**config.mk**
```make
export PLATFORM = sky130hd
export DESIGN_NAME = opus_id_header_parser_unit
export DESIGN_NICKNAME = d
export VERILOG_FILES = /design/src/oihp_pkg.sv /design/src/oihp_front.sv /design/src/oihp_queue.sv /design/src/oihp_back.sv /design/src/opus_id_header_parser_unit.sv
export SDC_FILE = /design/constraint.sdc
export NUM_CORES = 1
export LEC_CHECK = 0
export BUFFER_PORTS_ARGS = -buffer_cell sky130_fd_sc_hd__buf_4
export CAP_MARGIN = 20
export CORE_ASPECT_RATIO = 1.5
export CORE_MARGIN = 2
export CORE_UTILIZATION = 56
export DETAILED_ROUTE_END_ITERATION = 16
export GPL_ROUTABILITY_DRIVEN = 0
export PLACE_DENSITY = 0.76
export SLEW_MARGIN = 20
export SYNTH_ARGS = -nofsm -noshare
export SYNTH_HDL_FRONTEND = slang
export SYNTH_SLANG_ARGS = --single-unit
```
**constraint.sdc**
```tcl
create_clock -name clock -period 9.3 [get_ports clock]
set_input_delay 0.93 -clock clock [delete_from_list [all_inputs] [get_ports clock]]
set_output_delay 0.93 -clock clock [all_outputs]
set_load 0.05 [all_outputs]
```
**src/oihp_pkg.sv**
```systemverilog
`timescale 1ns / 1ps
package oihp_pkg;

   localparam logic [63:0] MAGIC = "OpusHead";

   localparam logic [8:0] POS_MAX     = 9'd511;
   localparam logic [8:0] HEAD_LEN    = 9'd19;
   localparam logic [8:0] TABLE_START = 9'd21;
   localparam logic [7:0] SILENT      = 8'd255;
   localparam logic [7:0] FAM_VORBIS  = 8'd1;
   localparam logic [7:0] FAM_DISCRETE = 8'd255;

   localparam int QUEUE_DEPTH = 4;

   localparam logic KIND_ENTRY   = 1'b0;
   localparam logic KIND_SUMMARY = 1'b1;

   localparam logic [3:0] ST_OK          = 4'd0;
   localparam logic [3:0] ST_NOT_HEAD    = 4'd1;
   localparam logic [3:0] ST_BAD_VERSION = 4'd2;
   localparam logic [3:0] ST_NO_CHANNELS = 4'd3;
   localparam logic [3:0] ST_FAM0_OVER   = 4'd4;
   localparam logic [3:0] ST_BAD_FAMILY  = 4'd5;
   localparam logic [3:0] ST_FAM1_OVER   = 4'd6;
   localparam logic [3:0] ST_TRUNCATED   = 4'd7;
   localparam logic [3:0] ST_LAYOUT      = 4'd8;
   localparam logic [3:0] ST_BAD_ENTRY   = 4'd9;

   typedef struct packed {
      logic [7:0] data_byte;
      logic       last_byte;
   } req_type;

   typedef struct packed {
      logic               kind;
      logic [3:0]         status;
      logic [7:0]         channel_index;
      logic [7:0]         mapping_value;
      logic [7:0]         version;
      logic [7:0]         channel_count;
      logic [15:0]        pre_skip;
      logic [31:0]        input_sample_rate;
      logic signed [15:0] output_gain;
      logic [7:0]         mapping_family;
      logic [7:0]         stream_count;
      logic [7:0]         coupled_count;
   } rsp_type;

   typedef struct packed {
      logic       emit_entry;
      logic [7:0] entry_ch;
      logic [7:0] entry_val;
      logic       emit_sum;
      logic [1:0] id_count;
      rsp_type    summary;
   } job_type;

   function automatic logic [7:0] magic_byte(input logic [2:0] idx);
      magic_byte = MAGIC[8 * (3'd7 - idx) +: 8];
   endfunction

   function automatic logic layout_bad(input logic [7:0] streams, input logic [7:0] coupled);
      logic [8:0] total;
      total = {1'b0, streams} + {1'b0, coupled};
      layout_bad = (streams == 8'd0) || (coupled > streams) || (total > 9'd255);
   endfunction

   function automatic logic [3:0] head_code(
      input logic       magic,
      input logic [9:0] len,
      input logic [7:0] version,
      input logic [7:0] channels,
      input logic [7:0] family,
      input logic [7:0] max_surround
   );
      if (!magic || len < {1'b0, HEAD_LEN}) begin
         head_code = ST_NOT_HEAD;
      end else if (version[7:4] != 4'd0) begin
         head_code = ST_BAD_VERSION;
      end else if (channels == 8'd0) begin
         head_code = ST_NO_CHANNELS;
      end else if (family == 8'd0) begin
         head_code = (channels > 8'd2) ? ST_FAM0_OVER : ST_OK;
      end else if (family != FAM_VORBIS && family != FAM_DISCRETE) begin
         head_code = ST_BAD_FAMILY;
      end else if (family == FAM_VORBIS && channels > max_surround) begin
         head_code = ST_FAM1_OVER;
      end else begin
         head_code = ST_OK;
      end
   endfunction

endpackage

```
**src/oihp_front.sv**
```systemverilog
`timescale 1ns / 1ps
module oihp_front #(
   parameter int MAX_SURROUND_CHANNELS = 8
) (
   input  logic             clock,
   input  logic             reset,
   input  logic             req_valid,
   input  oihp_pkg::req_type req_data,
   input  logic             queue_full,
   output logic             push,
   output oihp_pkg::job_type push_job
);

   localparam logic [7:0] MaxSurround = 8'(MAX_SURROUND_CHANNELS);

   logic        accept;
   logic [8:0]  pos_ff, pos_in, pos_sat;
   logic        magic_ff, magic_in;
   logic [7:0]  version_ff, version_in;
   logic [7:0]  channels_ff, channels_in;
   logic [15:0] pre_skip_ff, pre_skip_in;
   logic [31:0] rate_ff, rate_in;
   logic [15:0] gain_ff, gain_in;
   logic [7:0]  family_ff, family_in;
   logic [7:0]  streams_ff, streams_in;
   logic [7:0]  coupled_ff, coupled_in;
   logic        entry_error_ff, entry_error_in;
   logic [8:0]  ch_off;
   logic [8:0]  stream_total;
   logic [9:0]  len;
   logic [3:0]  status;
   logic        table_open;

   assign accept = req_valid && !queue_full;

   always_comb begin
      magic_in       = magic_ff;
      version_in     = version_ff;
      channels_in    = channels_ff;
      pre_skip_in    = pre_skip_ff;
      rate_in        = rate_ff;
      gain_in        = gain_ff;
      family_in      = family_ff;
      streams_in     = streams_ff;
      coupled_in     = coupled_ff;
      entry_error_in = entry_error_ff;
      push_job       = '0;
      ch_off         = pos_ff - oihp_pkg::TABLE_START;
      stream_total   = {1'b0, streams_ff} + {1'b0, coupled_ff};
      table_open     = (ch_off < {1'b0, channels_ff}) && (family_ff != 8'd0)
                       && (oihp_pkg::head_code(magic_ff, {1'b0, pos_ff}, version_ff,
                                               channels_ff, family_ff, MaxSurround)
                           == oihp_pkg::ST_OK)
                       && !oihp_pkg::layout_bad(streams_ff, coupled_ff)
                       && !entry_error_ff;

      unique case (pos_ff) inside
         [9'd0:9'd7]: begin
            if (req_data.data_byte != oihp_pkg::magic_byte(pos_ff[2:0])) begin
               magic_in = 1'b0;
            end
         end
         9'd8: begin
            version_in = req_data.data_byte;
         end
         9'd9: begin
            channels_in = req_data.data_byte;
         end
         [9'd10:9'd11]: begin
            pre_skip_in[8 * pos_ff[0] +: 8] = req_data.data_byte;
         end
         [9'd12:9'd15]: begin
            rate_in[8 * pos_ff[1:0] +: 8] = req_data.data_byte;
         end
         [9'd16:9'd17]: begin
            gain_in[8 * pos_ff[0] +: 8] = req_data.data_byte;
         end
         9'd18: begin
            family_in = req_data.data_byte;
         end
         9'd19: begin
            streams_in = req_data.data_byte;
         end
         9'd20: begin
            coupled_in = req_data.data_byte;
         end
         default: begin
            if (table_open) begin
               if (req_data.data_byte != oihp_pkg::SILENT
                   && {1'b0, req_data.data_byte} >= stream_total) begin
                  entry_error_in = 1'b1;
               end else begin
                  push_job.emit_entry = 1'b1;
                  push_job.entry_ch   = ch_off[7:0];
                  push_job.entry_val  = req_data.data_byte;
               end
            end
         end
      endcase

      pos_sat = (pos_ff == oihp_pkg::POS_MAX) ? pos_ff : pos_ff + 9'd1;
      len     = {1'b0, pos_sat};
      status  = oihp_pkg::head_code(magic_in, len, version_in, channels_in, family_in,
                                    MaxSurround);
      if (status == oihp_pkg::ST_OK && family_in != 8'd0) begin
         if (len < {1'b0, oihp_pkg::TABLE_START} + {2'b00, channels_in}) begin
            status = oihp_pkg::ST_TRUNCATED;
         end else if (oihp_pkg::layout_bad(streams_in, coupled_in)) begin
            status = oihp_pkg::ST_LAYOUT;
         end else if (entry_error_in) begin
            status = oihp_pkg::ST_BAD_ENTRY;
         end
      end

      push_job.emit_sum                  = req_data.last_byte;
      push_job.summary.kind              = oihp_pkg::KIND_SUMMARY;
      push_job.summary.status            = status;
      push_job.summary.version           = version_in;
      push_job.summary.channel_count     = channels_in;
      push_job.summary.pre_skip          = pre_skip_in;
      push_job.summary.input_sample_rate = rate_in;
      push_job.summary.output_gain       = gain_in;
      push_job.summary.mapping_family    = family_in;
      push_job.summary.stream_count      = streams_in;
      push_job.summary.coupled_count     = coupled_in;
      if (status == oihp_pkg::ST_OK && family_in == 8'd0) begin
         push_job.id_count                = channels_in[1:0];
         push_job.summary.stream_count    = 8'd1;
         push_job.summary.coupled_count   = (channels_in == 8'd2) ? 8'd1 : 8'd0;
      end

      pos_in = pos_sat;
   end

   assign push = accept && (push_job.emit_entry || req_data.last_byte);

   always_ff @(posedge clock) begin
      if (reset || (accept && req_data.last_byte)) begin
         pos_ff         <= '0;
         magic_ff       <= 1'b1;
         version_ff     <= '0;
         channels_ff    <= '0;
         pre_skip_ff    <= '0;
         rate_ff        <= '0;
         gain_ff        <= '0;
         family_ff      <= '0;
         streams_ff     <= '0;
         coupled_ff     <= '0;
         entry_error_ff <= 1'b0;
      end else if (accept) begin
         pos_ff         <= pos_in;
         magic_ff       <= magic_in;
         version_ff     <= version_in;
         channels_ff    <= channels_in;
         pre_skip_ff    <= pre_skip_in;
         rate_ff        <= rate_in;
         gain_ff        <= gain_in;
         family_ff      <= family_in;
         streams_ff     <= streams_in;
         coupled_ff     <= coupled_in;
         entry_error_ff <= entry_error_in;
      end
   end

endmodule

```
**src/oihp_queue.sv**
```systemverilog
`timescale 1ns / 1ps
module oihp_queue (
   input  logic              clock,
   input  logic              reset,
   input  logic              push,
   input  oihp_pkg::job_type push_job,
   output logic              full,
   output logic              head_valid,
   output oihp_pkg::job_type head_job,
   input  logic              pop
);

   localparam int PtrWidth = $clog2(oihp_pkg::QUEUE_DEPTH);
   localparam int CntWidth = $clog2(oihp_pkg::QUEUE_DEPTH + 1);
   localparam logic [CntWidth-1:0] Depth = CntWidth'(oihp_pkg::QUEUE_DEPTH);

   oihp_pkg::job_type    mem_ff [oihp_pkg::QUEUE_DEPTH];
   logic [PtrWidth-1:0]  wr_ptr_ff, wr_ptr_in;
   logic [PtrWidth-1:0]  rd_ptr_ff, rd_ptr_in;
   logic [CntWidth-1:0]  count_ff, count_in;

   assign full       = (count_ff == Depth);
   assign head_valid = (count_ff != '0);
   assign head_job   = mem_ff[rd_ptr_ff];

   always_comb begin
      wr_ptr_in = push ? wr_ptr_ff + 1'b1 : wr_ptr_ff;
      rd_ptr_in = pop ? rd_ptr_ff + 1'b1 : rd_ptr_ff;
      count_in  = count_ff;
      if (push && !pop) begin
         count_in = count_ff + 1'b1;
      end else if (pop && !push) begin
         count_in = count_ff - 1'b1;
      end
   end

   always_ff @(posedge clock) begin
      if (push) begin
         mem_ff[wr_ptr_ff] <= push_job;
      end
   end

   always_ff @(posedge clock) begin
      if (reset) begin
         wr_ptr_ff <= '0;
         rd_ptr_ff <= '0;
         count_ff  <= '0;
      end else begin
         wr_ptr_ff <= wr_ptr_in;
         rd_ptr_ff <= rd_ptr_in;
         count_ff  <= count_in;
      end
   end

endmodule

```
**src/oihp_back.sv**
```systemverilog
`timescale 1ns / 1ps
module oihp_back (
   input  logic              clock,
   input  logic              reset,
   input  logic              head_valid,
   input  oihp_pkg::job_type head_job,
   output logic              pop,
   output logic              rsp_valid,
   input  logic              rsp_stall,
   output oihp_pkg::rsp_type rsp_data
);

   logic              rsp_valid_ff, rsp_valid_in;
   oihp_pkg::rsp_type rsp_data_ff;
   oihp_pkg::rsp_type item;
   logic [1:0]        step_ff, step_in;
   logic [1:0]        total;
   logic [1:0]        entries;
   logic              load;

   always_comb begin
      entries = {1'b0, head_job.emit_entry} + head_job.id_count;
      total   = entries + {1'b0, head_job.emit_sum};
      load    = head_valid && (!rsp_valid_ff || !rsp_stall);
      pop     = load && (step_ff == total - 2'd1);

      item      = '0;
      item.kind = oihp_pkg::KIND_ENTRY;
      if (head_job.emit_entry) begin
         item.channel_index = head_job.entry_ch;
         item.mapping_value = head_job.entry_val;
      end else begin
         item.channel_index = {6'd0, step_ff};
         item.mapping_value = {6'd0, step_ff};
      end
      if (step_ff >= entries) begin
         item = head_job.summary;
      end

      if (pop) begin
         step_in = 2'd0;
      end else if (load) begin
         step_in = step_ff + 2'd1;
      end else begin
         step_in = step_ff;
      end

      if (load) begin
         rsp_valid_in = 1'b1;
      end else if (!rsp_stall) begin
         rsp_valid_in = 1'b0;
      end else begin
         rsp_valid_in = rsp_valid_ff;
      end
   end

   always_ff @(posedge clock) begin
      if (load) begin
         rsp_data_ff <= item;
      end
   end

   always_ff @(posedge clock) begin
      if (reset) begin
         rsp_valid_ff <= 1'b0;
         step_ff      <= 2'd0;
      end else begin
         rsp_valid_ff <= rsp_valid_in;
         step_ff      <= step_in;
      end
   end

   assign rsp_valid = rsp_valid_ff;
   assign rsp_data  = rsp_data_ff;

endmodule

```
**src/opus_id_header_parser_unit.sv**
```systemverilog
`timescale 1ns / 1ps
// A req transfer reaches its first rsp item via the queue write, then the output register.
// Throughput, rsp_stall low: one byte per cycle while each byte yields at most one rsp item;
//   a family 0 packet's last byte yields up to 3 items, drained one per cycle by the back end.
// A 4-entry job queue between parser front end and output back end absorbs those bursts.
// Reset is synchronous, active high: clears parse state, queue and rsp_valid.
module opus_id_header_parser_unit #(
   parameter int MAX_SURROUND_CHANNELS = 8
) (
   input  logic              clock,
   input  logic              reset,
   input  logic              req_valid,
   output logic              req_stall,
   input  oihp_pkg::req_type req_data,
   output logic              rsp_valid,
   input  logic              rsp_stall,
   output oihp_pkg::rsp_type rsp_data
);

   logic              push;
   oihp_pkg::job_type push_job;
   logic              full;
   logic              head_valid;
   oihp_pkg::job_type head_job;
   logic              pop;

   assign req_stall = full;

   oihp_front #(
      .MAX_SURROUND_CHANNELS(MAX_SURROUND_CHANNELS)
   ) u_front (
      .clock      (clock),
      .reset      (reset),
      .req_valid  (req_valid),
      .req_data   (req_data),
      .queue_full (full),
      .push       (push),
      .push_job   (push_job)
   );

   oihp_queue u_queue (
      .clock      (clock),
      .reset      (reset),
      .push       (push),
      .push_job   (push_job),
      .full       (full),
      .head_valid (head_valid),
      .head_job   (head_job),
      .pop        (pop)
   );

   oihp_back u_back (
      .clock      (clock),
      .reset      (reset),
      .head_valid (head_valid),
      .head_job   (head_job),
      .pop        (pop),
      .rsp_valid  (rsp_valid),
      .rsp_stall  (rsp_stall),
      .rsp_data   (rsp_data)
   );

endmodule

```
== Word-level counts from Yosys, hierarchy flattened ==
Memories as Yosys holds them, arrays and structs flattened. A register that Yosys moved wholly into a read port is not among the register bits.
Cells that the tools add are included.

* Multiplexer cells: 51
* Equality and inequality tests: 18
* $add $sub $neg: 16
* $lt $le $gt $ge: 22
* Shift-type cells: 5
* Reduce and logical (&&, ||, !) cells: 57

{| class="wikitable"
|+ Operators by type and width
! operator !! count
|-
| 120-bit 2-to-1 mux || 1
|-
| 16-bit 2-to-1 mux || 4
|-
| 64-bit by 33-bit variable part select with 8-bit output (first input constant) || 1
|-
| 4-bit 2-to-1 mux || 13
|-
| 17-bit 2-to-1 mux || 3
|-
| 8-bit logical NOT || 6
|-
| 8-bit 2-to-1 mux || 5
|-
| 4-bit negation with 34-bit output || 1
|-
| 5-bit negation with 34-bit output || 1
|-
| 8-bit by 34-bit variable shift with 16-bit output (first input constant) || 1
|-
| 8-bit by 34-bit variable shift with 32-bit output (first input constant) || 1
|-
| 8-bit by 34-bit variable part select with 16-bit output || 1
|-
| 8-bit by 34-bit variable part select with 32-bit output || 1
|-
| 16-bit bitwise mux || 2
|-
| 32-bit bitwise mux || 1
|-
| 32-bit 2-to-1 mux || 1
|-
| 9-bit by 5-bit == test with 1-bit output (second input constant) || 3
|-
| 8-bit != test (second input constant) || 3
|-
| 1-bit logical AND || 22
|-
| 3-bit 2-to-1 mux || 7
|-
| 8-bit by 8-bit adder with 9-bit output || 2
|-
| 9-bit by 4-bit == test with 1-bit output (second input constant) || 2
|-
| 9-bit by 4-bit greater-or-equal comparator with 1-bit output (second input constant) || 2
|-
| 9-bit by 8-bit > comparator with 1-bit output (second input constant) || 2
|-
| 43 further kinds || 83
|}

* Bits in writable memories: 512
* Memories kept: 1
* Input bits: 13
* Word-level logic and storage cells: 198
* Register bits: 250

{| class="wikitable"
|+ Memories
! memory !! depth !! bits a word !! rd ports !! clocked after Yosys merged registers in !! write ports !! RTL line !! RTL
|-
| u_queue.mem_ff || 4 || 128 || 1 || 1 || 1 || oihp_queue.sv:17 || <nowiki>oihp_pkg::job_type mem_ff [oihp_pkg::QUEUE_DEPTH];</nowiki>
|}

== Logic depth before layout (Yosys ltp) ==
* Depth after elaboration: 21
* Mapped depth: 21
* Depth with buffers taken out: 20

== Cells and area by module ==
A second synthesis with hierarchy kept.

* Cell total of the unflattened synthesis: 2241
* Area, all modules: 34724.6 um^2

{| class="wikitable"
|+ By module, submodules not included
! module !! times used !! cells each !! sequential area each (um^2) !! area an instance (um^2)
|-
| oihp_queue || 1 || 801 || 17596.9 || 21320.4
|-
| oihp_front || 1 || 1107 || 2302.2 || 8421.8
|-
| oihp_back || 1 || 333 || 3813.7 || 4982.3
|}

== Worst setup path after synthesis ==
No wires, ideal clock.

* Kind: input to register
* Start point: input port rsp_stall
* End point: register u_queue.count_ff[2]
* Library setup time: 0.070 ns
* Data arrival time: 8.955 ns
* Stages: 9
* Data required time: 9.230 ns
* Setup slack: 0.274 ns
* Cells stage by stage: a21oi_1 and3_1 inv_1 ha_1 inv_1 fa_1 xor2_1 or3_1 a21oi_1

* Longest elaborated chain between the ends: 7
* Elaborated cells between the ends (all ways): 9

{| class="wikitable"
|+ RTL lines
! item !! RTL line !! RTL
|-
| start, declared || opus_id_header_parser_unit.sv:16 || <nowiki>input logic rsp_stall,</nowiki>
|-
| 1-bit logical NOT (*) || - ||
|-
| 1-bit logical OR (*) || oihp_back.sv:24 || <nowiki>load = head_valid && (!rsp_valid_ff || !rsp_stall);</nowiki>
|-
| 1-bit logical AND (*) || oihp_back.sv:24 ||
|-
| 1-bit logical AND (*) || oihp_back.sv:25 || <nowiki>pop = load && (step_ff == total - 2'd1);</nowiki>
|-
| 1-bit logical NOT || oihp_queue.sv:30 || <nowiki>if (push && !pop) begin</nowiki>
|-
| 1-bit logical AND || oihp_queue.sv:30 ||
|-
| 3-bit 2-to-1 mux / 2-bit nonzero test (equally long branches) || - ||
|-
| end signal, assigned || oihp_queue.sv:51 || <nowiki>count_ff <= count_in;</nowiki>
|-
| end, declared || oihp_queue.sv:20 || <nowiki>logic [CntWidth-1:0] count_ff, count_in;</nowiki>
|}

Every way passes the cells marked *; elsewhere a longest branch is shown, timed or not.
A chain may end at the register's enable or synchronous reset.

== Worst setup path in the final report ==
* Start point: register u_front.pos_ff[0]
* End point: memory u_queue.mem_ff[2][124] (netlist bit) (enable)

* Longest elaborated chain between the ends: 13
* Elaborated cells between the ends (all ways): 34

{| class="wikitable"
|+ RTL lines
! item !! RTL line !! RTL
|-
| start, declared || oihp_front.sv:17 || <nowiki>logic [8:0] pos_ff, pos_in, pos_sat;</nowiki>
|-
| start signal, assigned || oihp_front.sv:151 || <nowiki>pos_ff <= pos_in;</nowiki>
|-
| branches (longest 8 deep; another with 9-bit by 5-bit subtractor with 9-bit output) || - ||
|-
| 17-bit 2-to-1 mux (*) || oihp_front.sv:57 || <nowiki>unique case (pos_ff) inside</nowiki>
|-
| 1-bit logical OR (*) || oihp_front.sv:135 || <nowiki>assign push = accept && (push_job.emit_entry || req_data.last_byte);</nowiki>
|-
| 1-bit logical AND (*) || oihp_front.sv:135 ||
|-
| net push || opus_id_header_parser_unit.sv:20 || <nowiki>logic push;</nowiki>
|-
| 1-bit 2-to-1 mux (*) || oihp_queue.sv:38 || <nowiki>if (push) begin</nowiki>
|-
| 1-bit 2-to-1 mux (implied by the code) (*) || oihp_queue.sv:39 || <nowiki>mem_ff[wr_ptr_ff] <= push_job;</nowiki>
|-
| end, declared || oihp_queue.sv:17 ||
|}

Mark *: on every way through the listed nets, which the timed path passes.

==> impl_metrics.csv <==
group,metric,value,unit
run_status,outcome,"finished clean",
cells_and_area,ff_latch_area,21700,um2
clocking,hold_buffers,0,
power_and_ir_drop,p_int,7.29,mW
placement,dp_cells,2910,
timing,slew_headroom,25.5,%
worst_setup_path,path_max_fanout,66,
power_and_ir_drop,p_sw,3.88,mW
timing,period_share,62.1,%
die,rows,107,
power_and_ir_drop,p_sw_share,34.8,%
placement,dp_hpwl,44500,um
die,fp.dieH,298,um
worst_hold_path,holdPathStages,2,
cells_and_area,fillCellCount,4050,
synth,ys.flop_type,"edfxtp_1",
detailed_routing,drt-initial-drc-count,1483,
detailed_routing,viasPerCell,6.02,
cells_and_area,drive_gt1_share,20.6,%
detailed_routing,drt_wl_total,71800,um
timing,max_freq,173,MHz
worst_setup_path,worstReg2RegStart,"u_front.pos_ff[0]$_SDFFE_PP0P_",
timing,hold_violations,0,
timing,finalSetupViolations,0,
clocking,post_cts_buffers,0,
detailed_routing,vias,18300,
grt,grt_antenna_before_repair,1,
synth,synth-seq-cells,764,
grt,grt_use_total,24.7,%
synth,postSynthCellCount,2114,
die,coreArea,56800,um2
timing,fin_crit,5780,ps
power_and_ir_drop,p_clk_share,25.4,%
die,die-area,59500,um2
cells_and_area,multiInputGateArea,9770,um2
clocking,htree_levels,3,
timing,setup_tns,0,ps
clocking,cts_buffer_depth,3,
timing,worst_pin_slew,1120,ps
detailed_routing,drc,0,
worst_setup_path,r2r-end,"u_queue.mem_ff[2][124]$_DFFE_PP_",
timing,slew_viol_final,0,
power_and_ir_drop,vdd_ir_drop_max,0.264,mV
cells_and_area,areaGrowthSynthToFinish,12.4,%
synth,async_reset_ff_share,0,%
worst_hold_path,worstHoldStart,"u_front.rate_ff[15]$_SDFFE_PP0P_",
synth,synth-edff-count,637,
die,die_w,200,um
clocking,post_cts_resized,0,
synth,netlist_area,32200,um2
clocking,cts_tree,"done",
die,start_util,56.7,%
clocking,cts_inserted_buffers,68,
clocking,clkTransAtPathRegs,60,ps
synth,syn_area_per_cell,15.2,um2
synth,synth_seq_area_share,67.3,%
worst_setup_path,worstPathRequired,9530,ps
clocking,cts-root-buf,"clkbuf_16",
synth,synth_nets,2204,
worst_hold_path,min_path_type,"reg -> reg",
power_and_ir_drop,seq_power_share,41.6,%
power_and_ir_drop,leakagePower,13.1,nW
detailed_routing,dr.pass1.iters,6,
timing,fin_skew,25.5,ps
timing,rsz0062_at_grt,"no",
clocking,insertion_delay,600,ps
worst_setup_path,crit_arrival,6010,ps
worst_setup_path,start_kind,"register",
cells_and_area,n_antenna_cell,0,
worst_hold_path,min_delay_worst_endpoint,"u_front.rate_ff[15]$_SDFFE_PP0P_",
clocking,clock-sinks,764,
worst_setup_path,r2r_cells,12,
grt,grt_pass1_vias,19100,
synth,yosysUniqueCellTypes,78,
die,io_pins,140,
cells_and_area,nNetsFinal,2307,
synth,ys.warnings.count,0,
worst_setup_path,reg2reg_slack,3520,ps
worst_setup_path,end_kind,"register",
grt,grt-ovfl-total,0,
cells_and_area,instances_no_fill,3035,
job,cap_viol_max_count,0,
power_and_ir_drop,combinationalPowerShare,33.0,%
detailed_routing,ant_nets,0,
grt,grt_max_degree,97,
detailed_routing,wl_per_cell,23.6,um
power_and_ir_drop,cellPowerDensity,309,nW/um2
placement,io_buffers,139,
timing,hold_slack,456,ps
worst_setup_path,crit_type,"reg -> reg",
grt,grt_pass1_wl,111000,um
[cells in the mapped netlist (all sizes together) (37+ instances only)]
master | count | share of area, %
dfxtp | 127 | 7.9
mux4 | 128 | 9.0
nor2 | 136 | 1.8
clkbuf | 90 | 1.0
edfxtp | 637 | 59
mux2 | 40 | 1.4
a21oi | 74 | 1.2
ha | 74 | 2.9
buf | 38 | 0.61
inv | 71 | 0.83
nand2 | 167 | 1.9
nor3 | 37 | 0.58
and2 | 126 | 2.4
[power by group through the flow]
stage / combinational [mW] / sequential, mW / clock [mW]
3_5_place_dp: 3.73 / 4.72 / 0
4_1_cts: 3.76 / 4.66 / 2.88
2_1_floorplan: 1.64 / 5.72 / 0
3_3_place_gp: 3.68 / 4.71 / 0
5_1_grt: 3.96 / 4.70 / 3.00
6_report: 3.69 / 4.65 / 2.83
[flip-flops by register name, indices dropped and copies added, names as in the netlist, 8 cells and up, named ones only]
register and cells:
u_front.gain_ff 16, u_front.rate_ff 32, u_back.rsp_data 125, u_front.version_ff 8, u_queue.mem_ff 512, u_front.family_ff 8, u_front.channels_ff 8, u_front.pre_skip_ff 16
u_front.pos_ff 9, u_front.coupled_ff 8, u_front.streams_ff 8
[metal layers]
layer | global-route usage [%] | wire length [um]
met5 | 0 | 0
met4 | 13.8 | 4070
met3 | 3.42 | 3560
met2 | 43.7 | 37600
met1 | 28.8 | 26600
[cell families after synthesis]
group	count (synthesis)	share of synthesized area, %
AO/OA/AOI/OAI	248	5.38
XOR/XNOR	37	1.01
adder cells (fa/ha/maj)	78	3.09
buffers and inverters	200	2.50
flip-flops	764	67.3
multiplexers	194	11.2
AND/OR/NAND/NOR	593	9.49
[area by class of cell]
| type | count | area share, % |
|---|---|---|
| Multi-Input combinational cell | 1150 | 27.0 |
| Clock inverter | 19 | 0.588 |
| Timing Repair Buffer | 161 | 3.38 |
| Tap cell | 763 | 2.64 |
| Sequential cell | 764 | 59.9 |
| Clock buffer | 106 | 5.70 |
| Inverter | 72 | 0.747 |
[through the flow]
stage          area [um2]  worst slack, ps  util, %  power (mW)
5_1_grt             36200             3150     63.7        11.7
6_report            36200             3520     63.7        11.2
4_1_cts             36200             3530     63.7        11.3
2_1_floorplan       32200              274        -        7.36
3_5_place_dp        33900             3550     59.7        8.45
3_3_place_gp        33900             3590     59.7        8.38
[worst max-delay path by stage]
stage | startpoint | slack, ps | cells past startpoint | end
after global routing | u_front.pos_ff[0]$_SDFFE_PP0P_ | 3150 | 14 | u_queue.mem_ff[2][114]$_DFFE_PP_
after global placement | u_front.pos_ff[0]$_SDFFE_PP0P_ | 3590 | 14 | u_queue.mem_ff[2][31]$_DFFE_PP_
final | u_front.pos_ff[0]$_SDFFE_PP0P_ | 3520 | 12 | u_queue.mem_ff[2][124]$_DFFE_PP_
after CTS | u_front.pos_ff[0]$_SDFFE_PP0P_ | 3530 | 12 | u_queue.mem_ff[2][113]$_DFFE_PP_
after floorplan | rsp_stall | 270 | 9 | u_queue.count_ff[2]$_SDFFE_PP0P_
after detailed placement | u_front.pos_ff[0]$_SDFFE_PP0P_ | 3550 | 12 | u_queue.mem_ff[2][31]$_DFFE_PP_
[cell usage in the layout (no fill, tap or decap), drive strengths merged, types with 7 or more instances in the layout]
cell,count
a211oi,28
a21o,10
a21oi,74
a32o,7
and2,126
and3,17
buf,161
clkbuf,106
clkinv,14
dfxtp,127
edfxtp,637
ha,74
inv,73
mux2,40
mux2i,26
mux4,128
nand2,167
nand2b,36
nand3,19
nand4,9
nor2,136
nor3,37
nor4,13
o211a,24
o21a,8
o21ai,27
o31ai,24
or4,7
xnor2,26
xor2,11
[critical path, stage by stage (launching register included)]
cell      delay (ps)
dfxtp_1          640
clkinv_1         800
ha_1             940
inv_1            140
ha_1             210
a21o_1           170
a31oi_1          160
o21a_1           170
o21a_1           140
nand2_1           70
o31ai_2          550
and2_4           930
buf_12           380
(Power assumes the default switching activity.)
